--- src/design/vrms_pkg.sv ---
// vrms_pkg: shared types, widths and command encodings of the vibration rms monitor
// used by the controller, the datapath, the square root unit and the top level
`default_nettype none

package vrms_pkg;

  // field and arithmetic widths
  localparam int unsigned ACCEL_W = 16;
  localparam int unsigned MAG_W = 16;
  localparam int unsigned PROD_W = 2 * MAG_W;
  localparam int unsigned RAD_W = PROD_W;
  localparam int unsigned ROOT_W = RAD_W / 2;
  localparam int unsigned REM_W = ROOT_W + 2;

  // default window length, a power of two
  localparam int unsigned SAMPLES_DEFAULT = 16;

  // input request: one three-axis sample, signed Q4.12 g
  typedef struct packed {
    logic signed [ACCEL_W-1:0] accel_x;
    logic signed [ACCEL_W-1:0] accel_y;
    logic signed [ACCEL_W-1:0] accel_z;
  } vrms_in_t;

  // output request: magnitude and window rms, unsigned Q4.12 g
  typedef struct packed {
    logic [MAG_W-1:0] magnitude;
    logic [MAG_W-1:0] rms_level;
  } vrms_out_t;

  // controller states
  typedef enum logic [3:0] {
    ST_IDLE,
    ST_MUL_X,
    ST_MUL_Y,
    ST_MUL_Z,
    ST_ACC_Z,
    ST_ROOT_MAG,
    ST_WAIT_MAG,
    ST_MUL_OLD,
    ST_MUL_NEW,
    ST_ADD_NEW,
    ST_ROOT_RMS,
    ST_WAIT_RMS,
    ST_OUTPUT
  } vrms_state_t;

  // multiplier operand select
  typedef enum logic [2:0] {
    MUL_X,
    MUL_Y,
    MUL_Z,
    MUL_OLD,
    MUL_MAG
  } vrms_mul_sel_t;

  // square root radicand select
  typedef enum logic {
    SRC_ACC,
    SRC_TOTAL
  } vrms_sqrt_src_t;

  // commands from controller to datapath
  typedef struct packed {
    logic           latch_in;
    vrms_mul_sel_t  mul_sel;
    logic           acc_load;
    logic           acc_add;
    logic           sqrt_start;
    vrms_sqrt_src_t sqrt_src;
    logic           mag_load;
    logic           total_sub;
    logic           total_add;
    logic           ring_write;
    logic           rms_load;
    logic           out_load;
  } vrms_cmd_t;

  // status from datapath to controller
  typedef struct packed {
    logic sqrt_busy;
    logic sqrt_done;
  } vrms_status_t;

endpackage

`default_nettype wire

--- src/design/vibration_rms_monitor.sv ---
// vibration_rms_monitor: moving-window rms of accelerometer vector magnitude
// input channel takes one three-axis sample request (in_valid/in_ready/in_data),
// output channel gives magnitude and window rms (out_valid/out_ready/out_data).
// one sample is worked on at a time; in_ready is high only while the block waits
// for a new sample. after the accepting edge, the shared squarer works on the axes
// (ST_MUL_X to ST_ACC_Z), a 16-step pass of the iterative square root unit gives
// the magnitude, the ring and running total are updated (ST_MUL_OLD, ST_MUL_NEW,
// ST_ADD_NEW), a second 16-step pass gives the rms, and the output register is
// loaded, which raises out_valid. the next sample is accepted in the idle cycle
// right after the output register is loaded.
// the output register holds a finished result while the receiver stalls; the
// next sample is still accepted and worked on, and waits in its last step until
// the output register is free.
// reset empties the window (all stored magnitudes read as zero through per-entry
// valid bits), clears the running total and the write slot, and drops any
// pending result. the window length SAMPLES must be a power of two.
`default_nettype none

module vibration_rms_monitor #(
  parameter int unsigned SAMPLES = vrms_pkg::SAMPLES_DEFAULT
) (
  input  wire logic               clk,
  input  wire logic               rst,
  input  wire logic               in_valid,
  output logic                    in_ready,
  input  wire vrms_pkg::vrms_in_t in_data,
  output logic                    out_valid,
  input  wire logic               out_ready,
  output vrms_pkg::vrms_out_t     out_data
);
  import vrms_pkg::*;

  vrms_cmd_t    cmd;
  vrms_status_t status;

  // sequencer
  vrms_ctrl u_ctrl (
    .clk       (clk),
    .rst       (rst),
    .in_valid  (in_valid),
    .in_ready  (in_ready),
    .out_valid (out_valid),
    .out_ready (out_ready),
    .status    (status),
    .cmd       (cmd)
  );

  // arithmetic and storage
  vrms_datapath #(
    .SAMPLES (SAMPLES)
  ) u_datapath (
    .clk      (clk),
    .rst      (rst),
    .in_data  (in_data),
    .cmd      (cmd),
    .status   (status),
    .out_data (out_data)
  );

  // square root is never restarted while a pass is running
  assert property (@(posedge clk) disable iff (rst)
    cmd.sqrt_start |-> !status.sqrt_busy)
    else $error("square root started while busy");

  // a finished pass follows a busy period
  assert property (@(posedge clk) disable iff (rst)
    status.sqrt_done |-> $past(status.sqrt_busy))
    else $error("square root done without a running pass");

  // loading the output register always raises out_valid
  assert property (@(posedge clk) disable iff (rst)
    cmd.out_load |=> out_valid)
    else $error("output loaded but not presented");

  // a new sample is never taken while the ring or total is being updated
  assert property (@(posedge clk) disable iff (rst)
    (in_valid && in_ready) |-> !(cmd.total_sub || cmd.total_add || cmd.ring_write))
    else $error("sample accepted during window update");

endmodule

`default_nettype wire

--- src/design/vrms_sqrt.sv ---
// vrms_sqrt: iterative floor square root, one result bit per cycle
// depends on vrms_pkg for widths
`default_nettype none

module vrms_sqrt (
  input  wire logic                         clk,
  input  wire logic                         rst,
  input  wire logic                         start,
  input  wire logic [vrms_pkg::RAD_W-1:0]   radicand,
  output logic                              busy,
  output logic                              done,
  output logic [vrms_pkg::ROOT_W-1:0]       root
);
  import vrms_pkg::*;

  localparam int unsigned CNT_W = $clog2(ROOT_W + 1);

  logic [RAD_W-1:0] rad;
  logic [REM_W-1:0] rem;
  logic [CNT_W-1:0] cnt;
  logic [REM_W-1:0] rem_shift;
  logic [REM_W-1:0] trial;
  logic             fits;

  // one restoring step on the next two radicand bits
  always_comb begin
    rem_shift = {rem[REM_W-3:0], rad[RAD_W-1 -: 2]};
    trial     = {root, 2'b01};
    fits      = (rem_shift >= trial);
  end

  // control: busy flag, step counter, done pulse
  always_ff @(posedge clk) begin
    if (rst) begin
      busy <= 1'b0;
      done <= 1'b0;
      cnt  <= '0;
    end else begin
      done <= 1'b0;
      if (start) begin
        busy <= 1'b1;
        cnt  <= CNT_W'(ROOT_W);
      end else if (busy) begin
        cnt <= cnt - CNT_W'(1);
        if (cnt == CNT_W'(1)) begin
          busy <= 1'b0;
          done <= 1'b1;
        end
      end
    end
  end

  // working registers
  always_ff @(posedge clk) begin
    if (start) begin
      rad  <= radicand;
      rem  <= '0;
      root <= '0;
    end else if (busy) begin
      rad  <= {rad[RAD_W-3:0], 2'b00};
      if (fits) begin
        rem  <= rem_shift - trial;
        root <= {root[ROOT_W-2:0], 1'b1};
      end else begin
        rem  <= rem_shift;
        root <= {root[ROOT_W-2:0], 1'b0};
      end
    end
  end

endmodule

`default_nettype wire

--- src/design/vrms_ctrl.sv ---
// vrms_ctrl: sequencing state machine and output handshake of the rms monitor
// depends on vrms_pkg for states, commands and status
`default_nettype none

module vrms_ctrl (
  input  wire logic                   clk,
  input  wire logic                   rst,
  input  wire logic                   in_valid,
  output logic                        in_ready,
  output logic                        out_valid,
  input  wire logic                   out_ready,
  input  wire vrms_pkg::vrms_status_t status,
  output vrms_pkg::vrms_cmd_t         cmd
);
  import vrms_pkg::*;

  vrms_state_t state;
  vrms_state_t state_next;
  logic        out_valid_next;

  // state and output flag registers
  always_ff @(posedge clk) begin
    if (rst) begin
      state     <= ST_IDLE;
      out_valid <= 1'b0;
    end else begin
      state     <= state_next;
      out_valid <= out_valid_next;
    end
  end

  // next state and commands
  always_comb begin
    state_next = state;
    cmd        = '0;
    cmd.mul_sel  = MUL_X;
    cmd.sqrt_src = SRC_ACC;
    in_ready   = 1'b0;
    unique case (state)
      ST_IDLE: begin
        in_ready = 1'b1;
        if (in_valid) begin
          cmd.latch_in = 1'b1;
          state_next   = ST_MUL_X;
        end
      end
      ST_MUL_X: begin
        cmd.mul_sel = MUL_X;
        state_next  = ST_MUL_Y;
      end
      ST_MUL_Y: begin
        cmd.mul_sel  = MUL_Y;
        cmd.acc_load = 1'b1;
        state_next   = ST_MUL_Z;
      end
      ST_MUL_Z: begin
        cmd.mul_sel = MUL_Z;
        cmd.acc_add = 1'b1;
        state_next  = ST_ACC_Z;
      end
      ST_ACC_Z: begin
        cmd.acc_add = 1'b1;
        state_next  = ST_ROOT_MAG;
      end
      ST_ROOT_MAG: begin
        cmd.sqrt_start = 1'b1;
        cmd.sqrt_src   = SRC_ACC;
        state_next     = ST_WAIT_MAG;
      end
      ST_WAIT_MAG: begin
        if (status.sqrt_done) begin
          cmd.mag_load = 1'b1;
          state_next   = ST_MUL_OLD;
        end
      end
      ST_MUL_OLD: begin
        cmd.mul_sel = MUL_OLD;
        state_next  = ST_MUL_NEW;
      end
      ST_MUL_NEW: begin
        cmd.mul_sel   = MUL_MAG;
        cmd.total_sub = 1'b1;
        state_next    = ST_ADD_NEW;
      end
      ST_ADD_NEW: begin
        cmd.total_add  = 1'b1;
        cmd.ring_write = 1'b1;
        state_next     = ST_ROOT_RMS;
      end
      ST_ROOT_RMS: begin
        cmd.sqrt_start = 1'b1;
        cmd.sqrt_src   = SRC_TOTAL;
        state_next     = ST_WAIT_RMS;
      end
      ST_WAIT_RMS: begin
        if (status.sqrt_done) begin
          cmd.rms_load = 1'b1;
          state_next   = ST_OUTPUT;
        end
      end
      ST_OUTPUT: begin
        // hold until the output register is free
        if (!out_valid || out_ready) begin
          cmd.out_load = 1'b1;
          state_next   = ST_IDLE;
        end
      end
      default: begin
        state_next = ST_IDLE;
      end
    endcase
  end

  // output valid: set on load, cleared when the request is taken
  always_comb begin
    out_valid_next = cmd.out_load | (out_valid & ~out_ready);
  end

endmodule

`default_nettype wire

--- src/design/vrms_datapath.sv ---
// vrms_datapath: squares, magnitude ring, running square total and output register
// depends on vrms_pkg and instantiates vrms_sqrt
`default_nettype none

module vrms_datapath #(
  parameter int unsigned SAMPLES = vrms_pkg::SAMPLES_DEFAULT
) (
  input  wire logic                 clk,
  input  wire logic                 rst,
  input  wire vrms_pkg::vrms_in_t   in_data,
  input  wire vrms_pkg::vrms_cmd_t  cmd,
  output vrms_pkg::vrms_status_t    status,
  output vrms_pkg::vrms_out_t       out_data
);
  import vrms_pkg::*;

  localparam int unsigned SLOT_W = $clog2(SAMPLES);
  localparam int unsigned TOTAL_W = PROD_W + SLOT_W;

  // absolute value of a signed sample, -32768 maps to 32768
  function automatic logic [MAG_W-1:0] abs_val(input logic signed [ACCEL_W-1:0] v);
    logic signed [ACCEL_W-1:0] neg;
    neg = -v;
    return v[ACCEL_W-1] ? MAG_W'(neg) : MAG_W'(v);
  endfunction

  logic [MAG_W-1:0]   abs_x;
  logic [MAG_W-1:0]   abs_y;
  logic [MAG_W-1:0]   abs_z;
  logic [MAG_W-1:0]   mul_a;
  logic [PROD_W-1:0]  prod;
  logic [PROD_W-1:0]  acc;
  logic [MAG_W-1:0]   mag;
  logic [MAG_W-1:0]   rms;
  logic [TOTAL_W-1:0] total;
  logic [SLOT_W-1:0]  slot;
  logic [MAG_W-1:0]   ring [SAMPLES];
  logic [SAMPLES-1:0] ring_valid;
  logic [MAG_W-1:0]   old_q;
  logic               old_valid_q;
  logic [MAG_W-1:0]   old_mag;
  logic [RAD_W-1:0]   radicand;
  logic [ROOT_W-1:0]  root;

  // latch absolute values of the accepted sample
  always_ff @(posedge clk) begin
    if (cmd.latch_in) begin
      abs_x <= abs_val(in_data.accel_x);
      abs_y <= abs_val(in_data.accel_y);
      abs_z <= abs_val(in_data.accel_z);
    end
  end

  // unused entries read as zero
  assign old_mag = old_valid_q ? old_q : '0;

  // shared squarer, product registered
  always_comb begin
    unique case (cmd.mul_sel)
      MUL_X:   mul_a = abs_x;
      MUL_Y:   mul_a = abs_y;
      MUL_Z:   mul_a = abs_z;
      MUL_OLD: mul_a = old_mag;
      MUL_MAG: mul_a = mag;
      default: mul_a = '0;
    endcase
  end

  always_ff @(posedge clk) begin
    prod <= PROD_W'(mul_a) * PROD_W'(mul_a);
  end

  // sum of squared axes
  always_ff @(posedge clk) begin
    if (cmd.acc_load) begin
      acc <= prod;
    end else if (cmd.acc_add) begin
      acc <= acc + prod;
    end
  end

  // running total of squared ring entries and write slot
  always_ff @(posedge clk) begin
    if (rst) begin
      total <= '0;
      slot  <= '0;
    end else begin
      if (cmd.total_sub) begin
        total <= total - TOTAL_W'(prod);
      end else if (cmd.total_add) begin
        total <= total + TOTAL_W'(prod);
      end
      if (cmd.ring_write) begin
        slot <= slot + SLOT_W'(1);
      end
    end
  end

  // magnitude ring with registered read of the current slot
  always_ff @(posedge clk) begin
    if (cmd.ring_write) begin
      ring[slot] <= mag;
    end
    old_q <= ring[slot];
  end

  // per-entry valid bits stand in for the reset clear of the ring
  always_ff @(posedge clk) begin
    if (rst) begin
      ring_valid  <= '0;
      old_valid_q <= 1'b0;
    end else begin
      if (cmd.ring_write) begin
        ring_valid[slot] <= 1'b1;
      end
      old_valid_q <= ring_valid[slot];
    end
  end

  // square root unit, shared by magnitude and rms
  assign radicand = (cmd.sqrt_src == SRC_TOTAL) ? total[TOTAL_W-1 -: RAD_W] : acc;

  vrms_sqrt u_sqrt (
    .clk      (clk),
    .rst      (rst),
    .start    (cmd.sqrt_start),
    .radicand (radicand),
    .busy     (status.sqrt_busy),
    .done     (status.sqrt_done),
    .root     (root)
  );

  // result registers
  always_ff @(posedge clk) begin
    if (cmd.mag_load) begin
      mag <= root;
    end
    if (cmd.rms_load) begin
      rms <= root;
    end
    if (cmd.out_load) begin
      out_data.magnitude <= mag;
      out_data.rms_level <= rms;
    end
  end

endmodule

`default_nettype wire
--- config.mk ---
export PLATFORM = sky130hd
export DESIGN_NAME = vibration_rms_monitor
export DESIGN_NICKNAME = d
export VERILOG_FILES = /design/src/design/vrms_pkg.sv /design/src/design/vibration_rms_monitor.sv /design/src/design/vrms_sqrt.sv /design/src/design/vrms_ctrl.sv /design/src/design/vrms_datapath.sv
export SDC_FILE = /design/constraint.sdc
export NUM_CORES = 1
export LEC_CHECK = 0
export BUFFER_PORTS_ARGS = -buffer_cell sky130_fd_sc_hd__clkbuf_2
export CORE_MARGIN = 2
export CORE_UTILIZATION = 50
export DETAILED_ROUTE_END_ITERATION = 8
export GPL_TIMING_DRIVEN = 1
export PLACE_DENSITY = 0.66
export SLEW_MARGIN = 40
export SYNTH_ARGS = -nofsm -noshare
export SYNTH_HDL_FRONTEND = slang
export SYNTH_SLANG_ARGS = --single-unit
--- constraint.sdc ---
create_clock -name clk -period 20.5 [get_ports clk]
set_clock_uncertainty 0.05 [all_clocks]
set_input_delay 3.075 -clock clk [delete_from_list [all_inputs] [get_ports clk]]
set_output_delay 3.075 -clock clk [all_outputs]
set_load 0.02 [all_outputs]
==> impl_results.md, run 1 <==
* Outcome: finished clean
* Endpoints failing hold at 0
* Layout area overhead at 11.3%
* Ports at 86
* Layout fillers at 5581
* #FFs+latches synth at between 500 and 600
* Drc violations at 0
* Hold-fix buffers, CTS at 0
* Routability cong. at approximately 0.9
* Clock sink count at 580
* Worst Hold Class: flop to flop
* NumNets Final at roughly 3500
* CP dominant cell by count: fa_1
* Routed vias at 23100
* Global-route wire length before repair at roughly 130000 um
* Row count at 95
* Largest stage delay on the critical path at 0.62 ns
* Initial Util at 0.507
* Ratio of final minimum period to clock period at 0.456
* Seq/Total Area, Yosys at 0.468
* Ys async rst share at 0
* Commonest non-fill, non-tap cells in the layout: 432 x edfxtp_1, 300 x inv_1, 296 x nand2_1
* Ys Warns at 0
* Die area at 0.0703 sq mm
* DIE HEIGHT at between 200 and 300 um
* Deepest clock path buffer count at 3
* 1st-iter DRT viols at 1823
* First-pass iteration count of the detailed router at 5
* Worst Setup End Kind: flop
* Cell area after synthesis at 0.0341 sq mm
* Final Critical Period at 9.35 ns
* Gr usage total at 0.241
* Synthesized area per cell at around 12 sq um
* WL final at approximately 85000 um
* Hold_ws at 0.371 ns
* Unrepaired setup endpoints after global routing: no
* Die width at 265 um
* Slowest stage cell, crit path: a221oi_1
* Largest net degree at the start of global routing at approximately 80
* CTS tree: yes
* Placed Cells at just under 4000
* Core area at a little under 0.07 sq mm
* Initial antenna violation count at 3
* Max FO, Critical Path at 47
* FF-to-FF path depth at 29
* Fmax at 107 MHz
* CTS resizes at 0
* Startpoint Class: flop
* Max Cap Viol at 0
* Post-DRT Antenna Nets at 0
* Worst Hold Depth at 0
* Ant. Diodes at 0
* Cell family with most CP delay: adder cells
* Avg WL per Cell at 21.4 um
* Worst-path clk slew at approximately 0.06 ns
* Clock buffer count from CTS at 60
* Leading cell type in the layout, fill and taps excluded: edfxtp_1
* Fin cells at 3977
* Buf/Inv on CP at 8
* H-tree Lvls at 2
* Crit path kind: flop to flop
* Buffers added on ports at 85
* Worst endpoint required time at 20.99 ns
* Yosys cell types at 72
* Vias in the first global route at ~23000
* Slew Limit Fails at 0
* Synthesized instance count at 2957
* Clk Latency, worst-skew pair at 0.66 ns
* Slew Limit Headroom at 0.439
* Via density at a little under 6
* Gr ovfl total at 0
* Layout cells sized above 1 at 0.125
* Endpoints failing setup at 0
* Area of the multi-input gates at between 0.015 and 0.02 sq mm
* FF/Latch Area at 0.0159 sq mm
* Post-route setup TNS at 0 ns
* Post CTS Setup Buffer Count at 0
* Cell depth of the worst setup path at 29
* Root Buffer: clkbuf_16
* Arrival time worst endpoint at roughly 10 ns
* HPWL Detailed at roughly 62000 um
* Syn Nets at 3363
* Post-Layout Inst Area at about 0.038 sq mm
* DP Area at about 0.036 sq mm
* Top FF cell, synth: edfxtp_1
* Worst-margin pin slew at 0.842 ns
* EDFF count, synth at around 430
[worst paths after layout]
| check | from | endpoint | slack [ns] |
|---|---|---|---|
| hold / removal | u_datapath.rms[10] | u_datapath.out_data[10] | 0.37 |
| setup reg to reg | u_ctrl.state[2] | u_datapath.prod[29] | 11.15 |
| hold reg to reg | u_datapath.rms[10] | u_datapath.out_data[10] | 0.37 |
| setup / recovery | u_ctrl.state[2] | u_datapath.prod[29] | 11.15 |
[Yosys cell counts, drive strengths merged (9+ instances only)]
master  instances  area share
a211oi         27      0.0059
a21boi          9      0.0020
a21o           57       0.013
a21oi         131       0.019
a221o           9      0.0026
a221oi         16      0.0043
a22oi          16      0.0035
a31oi          18      0.0033
and2            9      0.0017
and3           19      0.0035
buf            10      0.0011
clkbuf         99       0.011
dfxtp         148       0.087
edfxtp        432        0.38
fa            164       0.096
ha            190       0.070
inv           300       0.033
mux2i          62       0.018
mux4           85       0.056
nand2         296       0.033
nand2b         17      0.0031
nand3          38      0.0059
nand4          13      0.0024
nor2          211       0.023
nor2b          17      0.0031
nor3           45      0.0066
nor3b          12      0.0026
nor4b          11      0.0030
o21a           31      0.0068
o21ai         149       0.022
o21bai         14      0.0031
o31ai          26      0.0057
or3            22      0.0040
xnor2          98       0.025
xor2           61       0.016
[flip-flops by register name (all words and copies together) (netlist names), 31 cells and up]
name / flops
u_datapath.out_data: 32
u_datapath.u_sqrt.rad: 32
u_datapath.ring: 256
u_datapath.acc: 32
u_datapath.total: 36
u_datapath.prod: 31
[cells by family after synthesis]
| family | Yosys count | share of synthesized area |
|---|---|---|
| compound gates | 552 | 0.104 |
| simple gates | 741 | 0.0989 |
| buf+inv | 416 | 0.0459 |
| flops | 580 | 0.468 |
| mux | 155 | 0.0770 |
| xor+xnor | 159 | 0.0409 |
| fa+ha+maj | 354 | 0.166 |
[stage by stage]
step | setup slack (ns) | utilization
floorplan | 12.50 | -
global placement | 11.34 | 0.531
detailed placement | 11.10 | 0.532
CTS | 11.05 | 0.563
global route | 10.61 | 0.564
finish | 11.15 | 0.564
[metal layers]
layer | global-route usage | share of wire
met5 | 0 | 0.00032
met4 | 0.0890 | 0.034
met3 | 0.0380 | 0.055
met2 | 0.417 | 0.50
met1 | 0.308 | 0.41
[final cells by class]
cell class,count,share of cell area
clock inverter,36,0.0124
sequential,580,0.420
clock buffer,78,0.0441
inverter,307,0.0304
multi-input combinational,1961,0.441
timing repair buffer,142,0.0234
tap,873,0.0288
[worst reg2reg max path, delay by kind of cell, from the launching register on]
kind                       cells  cell delay [ns]
xor gates and xnor gates       1             0.14
buffers and inverters          8             1.64
DFF                            1             0.51
and+or+nand+nor                5             0.98
AOI/OAI and AO/OA              8             2.68
adders and majority gates      7             3.28
Power of run 1 is not shown: default switching activity piles up to over one toggle a cycle in this logic, so the estimate is an artifact.
==> run 2, diff against run 1 <==
Clock period 20.5 ns to 9.2 ns, I/O delays scaled along.
==> run 2 against run 1 <==
- die area stayed put
- global-route usage hardly changed
- count of clock-buffer cells in the layout is 11 higher
- core utilization is 0.071 points lower
- sequential cell count stayed put
- sequential share of layout area is 0.059 points higher
- fmax is 9.1% higher
- cell area is 0.13% lower
- first-iteration DRC count is 3.5% lower
- hold slack better by 0.0014 ns
- non-clock buffer count is 7 higher
- register-to-register slack worse by 11 ns
==> impl_results.md, run 2 (synthesis gave the netlist of run 1 again) <==
* Outcome: finished clean
* CTS resizes at 0
* CP dominant cell by count: fa_1
* Drc violations at 0
* 1st-iter DRT viols at 1760
* Post CTS Setup Buffer Count at 0
* Leading cell type in the layout, fill and taps excluded: edfxtp_1
* Max Cap Viol at 0
* Max FO, Critical Path at 16
* Ports at between 80 and 90
* Routed vias at 23100
* Worst Hold Class: flop to flop
* Vias in the first global route at 23400
* Clock buffer count from CTS at 60
* HPWL Detailed at 61200 um
* Final Critical Period at 8.57 ns
* Root Buffer: clkbuf_16
* Slew Limit Fails at 0
* Startpoint Class: flop
* Routability cong. at 0.962
* Initial Util at 0.507
* Buffers added on ports at between 80 and 90
* Core area at about 0.067 sq mm
* Clk Latency, worst-skew pair at 0.67 ns
* CTS tree: yes
* First-pass iteration count of the detailed router at 5
* WL final at 84400 um
* Crit path kind: flop to flop
* Flip-flop count of the largest register after layout at between 200 and 300
* Unrepaired setup endpoints after global routing: no
* Layout area overhead at 11.1%
* Gr ovfl total at 0
* Initial antenna violation count at 4
* Worst-margin pin slew at 0.858 ns
* Largest net degree at the start of global routing at 74
* Post-DRT Antenna Nets at 0
* Commonest non-fill, non-tap cells in the layout: 432 x edfxtp_1, 300 x inv_1, 296 x nand2_1
* Slowest stage cell, crit path: fa_1
* Hold-fix buffers, CTS at 0
* Avg WL per Cell at 21.2 um
* Deepest clock path buffer count at 3
* Worst Setup End Kind: flop
* Worst endpoint required time at 9.70 ns
* Layout cells sized above 1 at 0.124
* Global-route wire length before repair at 132000 um
* Slew Limit Headroom at 0.425
* Worst-path clk slew at 0.06 ns
* H-tree Lvls at 2
* Most flop-heavy register: u_datapath.ring
* Endpoints failing setup at 0
* Die width at 265 um
* Die area at 0.0703 sq mm
* Via density at 5.79
* NumNets Final at 3465
* Arrival time worst endpoint at 9.07 ns
* Ant. Diodes at 0
* Registers with the most flip-flops: u_datapath.ring x256, u_datapath.total x36
* Fmax at roughly 120 MHz
* Post-route setup TNS at 0 ns
* Row count at 95
* Largest stage delay on the critical path at 0.55 ns
* Ratio of final minimum period to clock period at 0.931
* DIE HEIGHT at 265 um
* Clock sink count at between 500 and 600
* Gr usage total at 0.241
* Endpoints failing hold at 0
-- run 2: cell types whose count changed in the layout (fill, tap and decap cells not counted), moves of 3 or more --
cell	change
inv_6	+3
buf_4	+7
clkinv_2	-5
clkinv_1	+3
clkbuf_1	+8
bufinv_16	-4
clkinv_4	-3
clkbuf_8	+3
-- run 2: per-layer routing --
layer,GRT usage,up-vias,wire [um]
li1,-,10700,-
met1,0.317,11600,35200
met2,0.416,631,42300
met3,0.0333,152,4340
met4,0.0745,4,2510
met5,0,-,27
-- run 2: final timing paths --
path	end	depth (start not counted)	slack, ns	startpoint
worst max-delay path	u_datapath.prod[29]	28	0.63	u_ctrl.state[2]
worst min-delay path	u_datapath.out_data[7]	0	0.37	u_datapath.rms[7]
worst max register to register	u_datapath.prod[29]	28	0.63	u_ctrl.state[2]
worst min register to register	u_datapath.out_data[7]	0	0.37	u_datapath.rms[7]
-- run 2: layout make-up --
class | count | area (sq um)
Multi-Input combinational cell | 1961 | 16700
Sequential cell | 580 | 15900
Tap cell | 873 | 1090
Timing Repair Buffer | 149 | 935
Inverter | 307 | 1150
Clock inverter | 25 | 295
Fill cell | 5611 | 29400
Clock buffer | 89 | 1740
-- run 2: worst max-delay path, delay by kind of cell, from the launching register on --
family / cells / cell delay (ns)
compound gates: 8 / 2.16
xor+xnor: 1 / 0.13
simple gates: 5 / 1.11
buf+inv: 7 / 1.26
fa+ha+maj: 7 / 3.24
flops: 1 / 0.52
-- run 2: metrics by stage --
step | worst slack [ns] | util | cells | hold WS [ns] | cell area, sq um
floorplan | 1.20 | - | 2957 | 0.350 | 34100
global placement | 0.385 | 0.532 | 3866 | 0.355 | 35800
detailed placement | 0.230 | 0.532 | 3867 | 0.358 | 35800
CTS | 0.178 | 0.563 | 3981 | 0.374 | 37900
global route | 0.133 | 0.563 | 3984 | 0.380 | 37900
finish | 0.635 | 0.563 | 3984 | 0.372 | 37900
Power of run 2 is left out for the same reason.
